`config.mk`:
```
export PLATFORM = sky130hd
export DESIGN_NAME = mvta_front
export DESIGN_NICKNAME = d
export VERILOG_FILES = /design/src/sv/mvta_pkg.sv /design/src/sv/mvta_front.sv
export SDC_FILE = /design/constraint.sdc
export NUM_CORES = 1
export LEC_CHECK = 0
export ABC_AREA = 1
export BUFFER_PORTS_ARGS = -buffer_cell sky130_fd_sc_hd__buf_2
export CORE_ASPECT_RATIO = 0.7
export CORE_MARGIN = 2
export CORE_UTILIZATION = 55
export DETAILED_ROUTE_END_ITERATION = 10
export GPL_ROUTABILITY_DRIVEN = 0
export GPL_TIMING_DRIVEN = 0
export PLACE_DENSITY_LB_ADDON = 0.12
export SETUP_SLACK_MARGIN = 0.15
export SLEW_MARGIN = 30
export SYNTH_ARGS = -nofsm -noshare
export SYNTH_HDL_FRONTEND = slang
export SYNTH_SLANG_ARGS = --single-unit
```
`constraint.sdc`:
```
create_clock -name clk -period 9.9 [get_ports clk]
set_input_delay 1.485 -clock clk [delete_from_list [all_inputs] [get_ports clk]]
set_output_delay 1.485 -clock clk [all_outputs]
set_load 0.05 [all_outputs]
```
`src/sv/mvta_pkg.sv`:
```
`timescale 1ns / 1ps
package mvta_pkg;

  localparam int MaxWidthDefault = 128;
  localparam int MaxHeightDefault = 128;
  localparam int CoordW = 16;
  localparam int DimW = 8;
  localparam int CountW = 16;
  localparam int HalfW = 6;
  localparam int OffW = 8;
  localparam int PosW = 18;
  localparam logic [DimW-1:0] FrameDimReset = 8'd128;
  localparam logic [CountW-1:0] CountMax = 16'hFFFF;

  typedef enum logic [1:0] {
    CMD_START  = 2'd0,
    CMD_VECTOR = 2'd1,
    CMD_END    = 2'd2,
    CMD_READ   = 2'd3
  } cmd_t;

  typedef enum logic {
    REG_FRAME_WIDTH  = 1'b0,
    REG_FRAME_HEIGHT = 1'b1
  } reg_idx_t;

  typedef enum logic [2:0] {
    ST_SWEEP,
    ST_IDLE,
    ST_COPY,
    ST_COPY_LAST,
    ST_PIX_A,
    ST_PIX_B,
    ST_PIX_C,
    ST_READ
  } state_t;

  typedef struct packed {
    cmd_t                     cmd;
    logic                     intra;
    logic                     still;
    logic signed [CoordW-1:0] src_x;
    logic signed [CoordW-1:0] src_y;
    logic signed [CoordW-1:0] dst_x;
    logic signed [CoordW-1:0] dst_y;
    logic [CoordW-1:0]        vx;
    logic [CoordW-1:0]        vy;
    logic [HalfW-1:0]         hw;
    logic [HalfW-1:0]         hh;
    logic [6:0]               read_x;
    logic [6:0]               read_y;
  } item_t;

  typedef struct packed {
    logic pop;
    logic hold;
  } back_ctrl_t;

endpackage

```
`src/sv/mvta_front.sv`:
```
`timescale 1ns / 1ps
module mvta_front (
  input  logic                                clk,
  input  logic                                rst,
  input  logic                                start,
  output logic                                busy,
  input  logic [1:0]                          cmd,
  input  logic                                intra,
  input  logic signed [mvta_pkg::CoordW-1:0]  src_x,
  input  logic signed [mvta_pkg::CoordW-1:0]  src_y,
  input  logic signed [mvta_pkg::CoordW-1:0]  dst_x,
  input  logic signed [mvta_pkg::CoordW-1:0]  dst_y,
  input  logic [6:0]                          blk_w,
  input  logic [6:0]                          blk_h,
  input  logic [6:0]                          read_x,
  input  logic [6:0]                          read_y,
  input  mvta_pkg::back_ctrl_t                ctrl,
  output mvta_pkg::item_t                     head,
  output logic                                head_valid
);
  import mvta_pkg::*;

  item_t      slot [2];
  item_t      item_in;
  logic       wr_ptr;
  logic       rd_ptr;
  logic [1:0] count;
  logic       push;

  always_comb begin
    item_in.cmd    = cmd_t'(cmd);
    item_in.intra  = intra;
    item_in.src_x  = src_x;
    item_in.src_y  = src_y;
    item_in.dst_x  = dst_x;
    item_in.dst_y  = dst_y;
    item_in.vx     = dst_x - src_x;
    item_in.vy     = dst_y - src_y;
    item_in.still  = (item_in.vx == '0) && (item_in.vy == '0);
    item_in.hw     = blk_w[6:1];
    item_in.hh     = blk_h[6:1];
    item_in.read_x = read_x;
    item_in.read_y = read_y;
  end

  assign busy       = (count == 2'd2) || ctrl.hold;
  assign push       = start && !busy;
  assign head       = slot[rd_ptr];
  assign head_valid = (count != 2'd0);

  always_ff @(posedge clk) begin
    if (rst) begin
      wr_ptr <= 1'b0;
      rd_ptr <= 1'b0;
      count  <= 2'd0;
    end else begin
      if (push) begin
        wr_ptr <= ~wr_ptr;
      end
      if (ctrl.pop) begin
        rd_ptr <= ~rd_ptr;
      end
      count <= count + {1'b0, push} - {1'b0, ctrl.pop};
    end
  end

  always_ff @(posedge clk) begin
    if (push) begin
      slot[wr_ptr] <= item_in;
    end
  end

endmodule

```
; Word-level counts from Yosys, hierarchy flattened
; Memories as Yosys holds them, arrays and structs flattened. A register that Yosys moved wholly into a read port is not among the register bits.
; Cells that the tools add are included.
[op_classes]
addsub = 4
n_eq_ne = 1
n_mux = 4
bitwise_logic = 2
reduce_logical = 7
[op_table]
columns = cell, count
row1 = logical NOT 16 bit, 2
row2 = subtractor 16 bit, 2
row3 = 2-to-1 mux 1 bit, 4
row4 = adder 2 x 1 -> 2 bit, 1
row5 = equality test 2 bit (second input constant), 1
row6 = logical AND 1 bit, 2
row7 = inverter 1 bit, 2
row8 = nonzero test 2 bit, 1
row9 = subtractor 2 x 1 -> 2 bit, 1
row10 = logical NOT 1 bit, 1
row11 = logical OR 1 bit, 1
[totals]
ff_bits = 4
ramBits = 252
in_bits = 100
output_inout_bits = 128
wordCells = 22
memories = 1
[mem_list]
columns = memory, depth, word_bits, rd, rd_clocked_by_memory_dff, wr, line_no
row1 = slot, 2, 126, 1, 1, 1, mvta_front.sv:23  ; item_t slot [2];

; Logic depth before layout (Yosys ltp)
; Gate-level depths: netlist of run 1.
[logic_depth]
depth_word = 6
ltp_mapped = 16

; Worst setup path after synthesis of run 1
; OpenSTA, ideal clock, no wires.
[synth_path]
path_type = input -> register
start = input port ctrl[0] (netlist name)
end = memory slot[1][0] (netlist name), enable pin
setup_time_ns = 0.615
t_arrival_ns = 6.955
path_slack_ns = 2.330
cell_stages = 3
path_buffers = 0
cell_sequence = inv_1 > nand3_1 > nor2_1
[synth_between]
elab_chain_cells = 5
[synth_rtl]
columns = item, line_no
row1 = start: declaration, mvta_front.sv:17  ; input mvta_pkg::back_ctrl_t ctrl,
row2 = logical OR 1 bit, mvta_front.sv:46  ; assign busy = (count == 2'd2) || ctrl.hold;
row3 = logical NOT 1 bit, mvta_front.sv:47  ; assign push = start && !busy;
row4 = logical AND 1 bit, mvta_front.sv:47
row5 = 2-to-1 mux 1 bit, mvta_front.sv:68  ; if (push) begin
row6 = 2-to-1 mux 1 bit (not written as such), mvta_front.sv:69  ; slot[wr_ptr] <= item_in;
row7 = end: declaration, mvta_front.sv:23
; No other way between the ends.

==> results.json, run 1 <==
{
  "outcome": "finished clean",
  "route.detailed.drc": 0,
  "diodes": 0,
  "yosysTopAreaCell": "edfxtp_1",
  "cpMaxStageDelayCell": "clkbuf_1",
  "critPathMaxFanout": 10,
  "first_pass_iters": 5,
  "rr_worst_depth": 8,
  "via_count": 7219,
  "end_kind": "output pin",
  "n_fill_cell": 1557,
  "final_antenna_net_count": 0,
  "die_h_um": 125,
  "die_area_mm2": 0.0220,
  "crit_chain": "clkbuf_1 -> buf_2 -> buf_2 -> mux2_2 -> buf_2",
  "period_share": 0.421,
  "grt_pass1_vias": 7063,
  "yosys_warnings": 0,
  "hpwl_mm": 17.5,
  "grt_overflow": 0,
  "p_per_area_mw_per_mm2": 198,
  "finalWorstSetupSlack_ps": 5730,
  "power.leakage_nw": 5.93,
  "rr_startpoint": "count[0]",
  "clock_latency_ps": 520,
  "hold_buffers": 0,
  "use_met1": 0.311,
  "slew_headroom": 0.596,
  "wl_per_cell_um": 16.7,
  "tightest_slew_ps": 606,
  "setup_viol_count_final": 0,
  "numCtsBuffers": 25,
  "via_per_inst": 5.06,
  "top_usage_layer": "met2",
  "hold_viol_final": 0,
  "cp.arrival_ps": 2690,
  "chipWidth_um": 176,
  "syn_inst": 865,
  "cp_common_cell": "buf_2",
  "pin_count": 228,
  "synth.avg_cell_area_um2": 13.2,
  "start_util": 0.556,
  "r2r-end": "slot[0][105]",
  "drt_iter0_markers": 620,
  "cts_sinks": 257,
  "grtUsageTotal": 0.215,
  "multi_input_area_mm2": 0.00325,
  "maxSlewViolCount": 0,
  "area_growth_pct": 23.1,
  "layout_min_cycle_time_ps": 4170,
  "core_area_mm2": 0.0206,
  "path_class": "flip-flop to output pin",
  "ys_seq_area_frac": 0.670,
  "tns_ps": 0,
  "maxCapViolCount": 0,
  "wirelength_mm": 23.8,
  "r2r_setup_slack_ps": 7570,
  "grt_use_met2": 0.335,
  "rows": 44,
  "synth_cell_types": 29,
  "start_kind": "flip-flop",
  "grt_start_max_net_pins": 24,
  "cts_buffer_depth": 3,
  "syn_area_mm2": 0.0115,
  "htree_levels": 1,
  "synth_area_leaders": "edfxtp_1, mux2_2, nand2_1",
  "cp-endpoint": "head[107]",
  "seqCellArea_mm2": 0.00767,
  "drive_gt1_frac": 0.378,
  "synthFlopType": "edfxtp_1",
  "grt_use_met3": 0.0583,
  "utilization": 0.685,
  "place_ws_ps": 6210,
  "port_buffers": 225,
  "root_buffer": "clkbuf_16",
  "fmax_mhz": 240,
  "synth_top_cell_area_share": 0.661,
  "post_cts_buffers": 0,
  "hold_path.class": "flip-flop to flip-flop",
  "worstPathRequired_ps": 8420,
  "synthArstFlopShare": 0,
  "ir_drop_uv": 190,
  "clkTransAtPathRegs_ps": 60,
  "antenna_found_initial": 0,
  "ys_ff_latch": 257,
  "fin_nets": 1265,
  "syn-num-nets": 999,
  "rsz0062_at_grt": "no",
  "cpPeakStageDelay_ps": 480,
  "finClkSkew_ps": 4.46,
  "postCtsResizedCells": 0,
  "synth_edf_count": 252,
  "grt_pass1_wl_mm": 36.7,
  "cts_tree": "built"
}
-- state kept, by name (all words and copies together) (netlist names), named ones only --
register and count:
slot 252, rd_ptr 1, count 2, wr_ptr 1
-- where the power goes --
| group | switching (W) | total (W) | internal [W] |
|---|---|---|---|
| registers | 0.0000105 | 0.00127 | 0.00126 |
| logic | 0.000404 | 0.000577 | 0.000173 |
| clock network | 0.000394 | 0.000936 | 0.000542 |
| total | 0.000809 | 0.00279 | 0.00198 |
-- cell usage in the layout, fill, tap and decap left out, drive strengths merged --
cell type / count
xor2: 2
nor3: 5
a21oi: 22
nand3: 41
clkbuf: 28
nand3b: 5
mux2: 126
buf: 253
nand2: 176
nand4: 6
edfxtp: 252
o21bai: 2
clkinv: 14
ha: 32
o21a: 1
or2: 1
nor3b: 2
bufinv: 3
fa: 2
inv: 125
nor2: 38
xnor2: 4
o21ai: 2
dfxtp: 5
and2: 2
clkinvlp: 1
-- per-layer routing --
metal  vias to the layer above  routed length (um)
met5                         -                   0
met4                         0                 340
met3                        27                2070
met2                       242               10200
met1                      3408               11200
li1                       3542                   -
-- stage by stage --
stage / cell area (um2) / power [W] / instances / hold slack [ps]
after floorplan: 11500 / 0.00172 / 865 / 480
after global placement: 12900 / 0.00186 / 1366 / 497
after detailed placement: 13300 / 0.00187 / 1380 / 529
after CTS: 14100 / 0.00280 / 1426 / 548
after global routing: 14100 / 0.00290 / 1426 / 596
final: 14100 / 0.00279 / 1426 / 554
-- synthesized netlist by cell type, types with 4 or more instances --
cell type	n
edfxtp_1	252
mux2_2	126
a21oi_1	20
dfxtp_1	5
nand3b_1	4
buf_2	13
nor2_1	38
nand2_2	9
ha_1	32
xnor2_1	4
nand4_1	6
nand2_1	167
nor3_1	4
inv_1	122
nand3_1	41
-- cells by family (layout without fill, tap and decap cells) --
logic type      Yosys count  count (layout)  share of synthesized area
simple gates            276             276                      0.103
flops                   257             257                      0.670
buf+inv                 139             424                     0.0476
mux                     126             126                      0.124
fa+ha+maj                34              34                     0.0385
compound gates           27              27                     0.0131
xor+xnor                  6               6                    0.00459
-- area by class of cell --
type / count / share of cell area
buffer: 15 / 0.00568
clock buffer: 27 / 0.0449
clock inverter: 19 / 0.0125
inverter: 124 / 0.0330
multi-input combinational: 469 / 0.231
sequential: 257 / 0.544
tap: 276 / 0.0245
timing repair buffer: 239 / 0.105
-- critical path: cells and delay by family, from the launching register on --
| kind | cells | cell delay [ps] |
|---|---|---|
| flops | 1 | 330 |
| buf+inv | 4 | 1430 |
| mux | 1 | 390 |
-- worst min path at each step --
stage | start | to | cells past startpoint
2_1_floorplan | rd_ptr | flip-flop | 2
3_3_place_gp | rd_ptr | rd_ptr | 2
3_5_place_dp | rd_ptr | rd_ptr | 2
4_1_cts | rd_ptr | rd_ptr | 2
5_1_grt | rd_ptr | flip-flop | 2
6_report | rd_ptr | flip-flop | 2
No activity file was read; power rests on OpenSTA's default activity.
==> run 2, diff against run 1 <==
==> constraint.sdc (replaced) <==
create_clock -name clk -period 3.85 [get_ports clk]
set_input_delay 0.5775 -clock clk [delete_from_list [all_inputs] [get_ports clk]]
set_output_delay 0.5775 -clock clk [all_outputs]
set_load 0.05 [all_outputs]
==> results.json, run 2 (synthesized netlist as in run 1, its figures left out) <==
{
  "critPathTopFamily": "buffers and inverters",
  "maxCapViolCount": 0,
  "antenna_found_initial": 0,
  "cts_sinks": 257,
  "grtUsageTotal": 0.215,
  "grt_pass1_wl_mm": 36.9,
  "start_kind": "flip-flop",
  "diodes": 0,
  "p_per_area_mw_per_mm2": 507,
  "port_buffers": 225,
  "drt_iter0_markers": 516,
  "reg_top3": "slot: 252 flops, count: 2 flops",
  "outcome": "finished clean",
  "rr_startpoint": "count[0]",
  "worstHoldStart": "blk_h[6]",
  "numCtsBuffers": 25,
  "cts_buffer_depth": 3,
  "fmax_mhz": 315,
  "grt_overflow": 0,
  "hold_path_end": "slot[0][19]",
  "final_common_cell": "edfxtp_1",
  "cpMaxStageDelayCell": "clkbuf_1",
  "slew_headroom": 0.527,
  "htree_levels": 1,
  "end_kind": "output pin",
  "post_cts_buffers": 0,
  "chipWidth_um": 176,
  "maxSlewViolCount": 0,
  "r2r-end": "slot[1][69]",
  "hold_viol_final": 0,
  "cp.arrival_ps": 2600,
  "crit_chain": "clkbuf_1 -> buf_2 -> buf_2 -> mux2_2 -> buf_2",
  "power.leakage_nw": 5.92,
  "finalWorstSetupSlack_ps": 674,
  "tightest_slew_ps": 708,
  "ir_drop_uv": 361,
  "rows": 44,
  "die_h_um": 125,
  "final_cell_mix": "edfxtp_1, buf_2, nand2_1",
  "rr_worst_depth": 8,
  "wl_per_cell_um": 16.8,
  "rsz0062_at_grt": "no",
  "via_per_inst": 5.07,
  "final_antenna_net_count": 0,
  "pin_count": 228,
  "utilization": 0.684,
  "critPathMaxFanout": 10,
  "largest-register": "slot",
  "finClkSkew_ps": 10.6,
  "largest_register_ffs": 252,
  "period_share": 0.825,
  "cts_tree": "built",
  "area_growth_pct": 23.0,
  "cp_common_cell": "buf_2",
  "place_ws_ps": 1070,
  "route.detailed.drc": 0,
  "tns_ps": 0,
  "drive_gt1_frac": 0.376,
  "setup_viol_count_final": 0,
  "first_pass_iters": 5,
  "hold_path.class": "input pin to flip-flop",
  "hpwl_mm": 17.8,
  "start_util": 0.556,
  "cpPeakStageDelay_ps": 420,
  "clkTransAtPathRegs_ps": 60,
  "grt_start_max_net_pins": 22,
  "grt_pass1_vias": 7165,
  "path_class": "flip-flop to output pin",
  "fin_nets": 1264,
  "worstPathRequired_ps": 3270,
  "root_buffer": "clkbuf_16",
  "r2r_setup_slack_ps": 1490,
  "path_buf_inv": 4,
  "postCtsResizedCells": 0,
  "clock_latency_ps": 510,
  "core_area_mm2": 0.0206,
  "hold_buffers": 0,
  "die_area_mm2": 0.0220,
  "holdPathStages": 1,
  "via_count": 7213,
  "layout_min_cycle_time_ps": 3180,
  "wirelength_mm": 24.0
}
## run 2: stage by stage
| step | std cells | hold WS (ps) | total power, W | instance area (um2) |
|---|---|---|---|---|
| 5_1_grt | 1424 | 224 | 0.00741 | 14100 |
| 4_1_cts | 1424 | 226 | 0.00718 | 14100 |
| 3_3_place_gp | 1366 | 493 | 0.00477 | 12900 |
| 2_1_floorplan | 865 | 480 | 0.00441 | 11500 |
| 3_5_place_dp | 1379 | 511 | 0.00482 | 13300 |
| 6_report | 1424 | 249 | 0.00713 | 14100 |
## run 2: how the worst max path moves through the flow
stage / end / cells past startpoint / slack (ps)
floorplan: slot[1][0] / 3 / -700
global placement: slot[1][71] / 4 / -2820
detailed placement: slot[1][122] / 15 / 1070
CTS: head[106] / 5 / 560
global route: head[106] / 5 / 470
finish: head[106] / 5 / 670
## run 2: worst register-to-register path, cell delays in order, from the launching register on
cell	delay [ps]
dfxtp_1	340
inv_1	70
nand2_1	80
nand3_1	230
nor2_4	570
buf_16	250
buf_16	170
buf_16	180
buf_16	170
## run 2: cell type report
cell class	count	area, um2
Clock buffer	28	637
Clock inverter	17	163
Multi-Input combinational cell	469	3250
Inverter	124	465
Tap cell	276	345
Timing Repair Buffer	238	1470
Fill cell	1536	6510
Sequential cell	257	7670
Buffer	15	80.1
## run 2: layer usage
layer	GRT usage	part of all wire	vias to the layer above
met2	0.337	0.44	232
met5	0	0	-
li1	-	-	3536
met3	0.0598	0.083	20
met1	0.306	0.47	3425
met4	0.0408	0.012	0
## run 2: report_power, final
| part | internal (W) | switching, W |
|---|---|---|
| Sequential | 0.00325 | 0.0000273 |
| Clock | 0.00139 | 0.000984 |
| Combinational | 0.000445 | 0.00104 |
| Total | 0.00508 | 0.00205 |
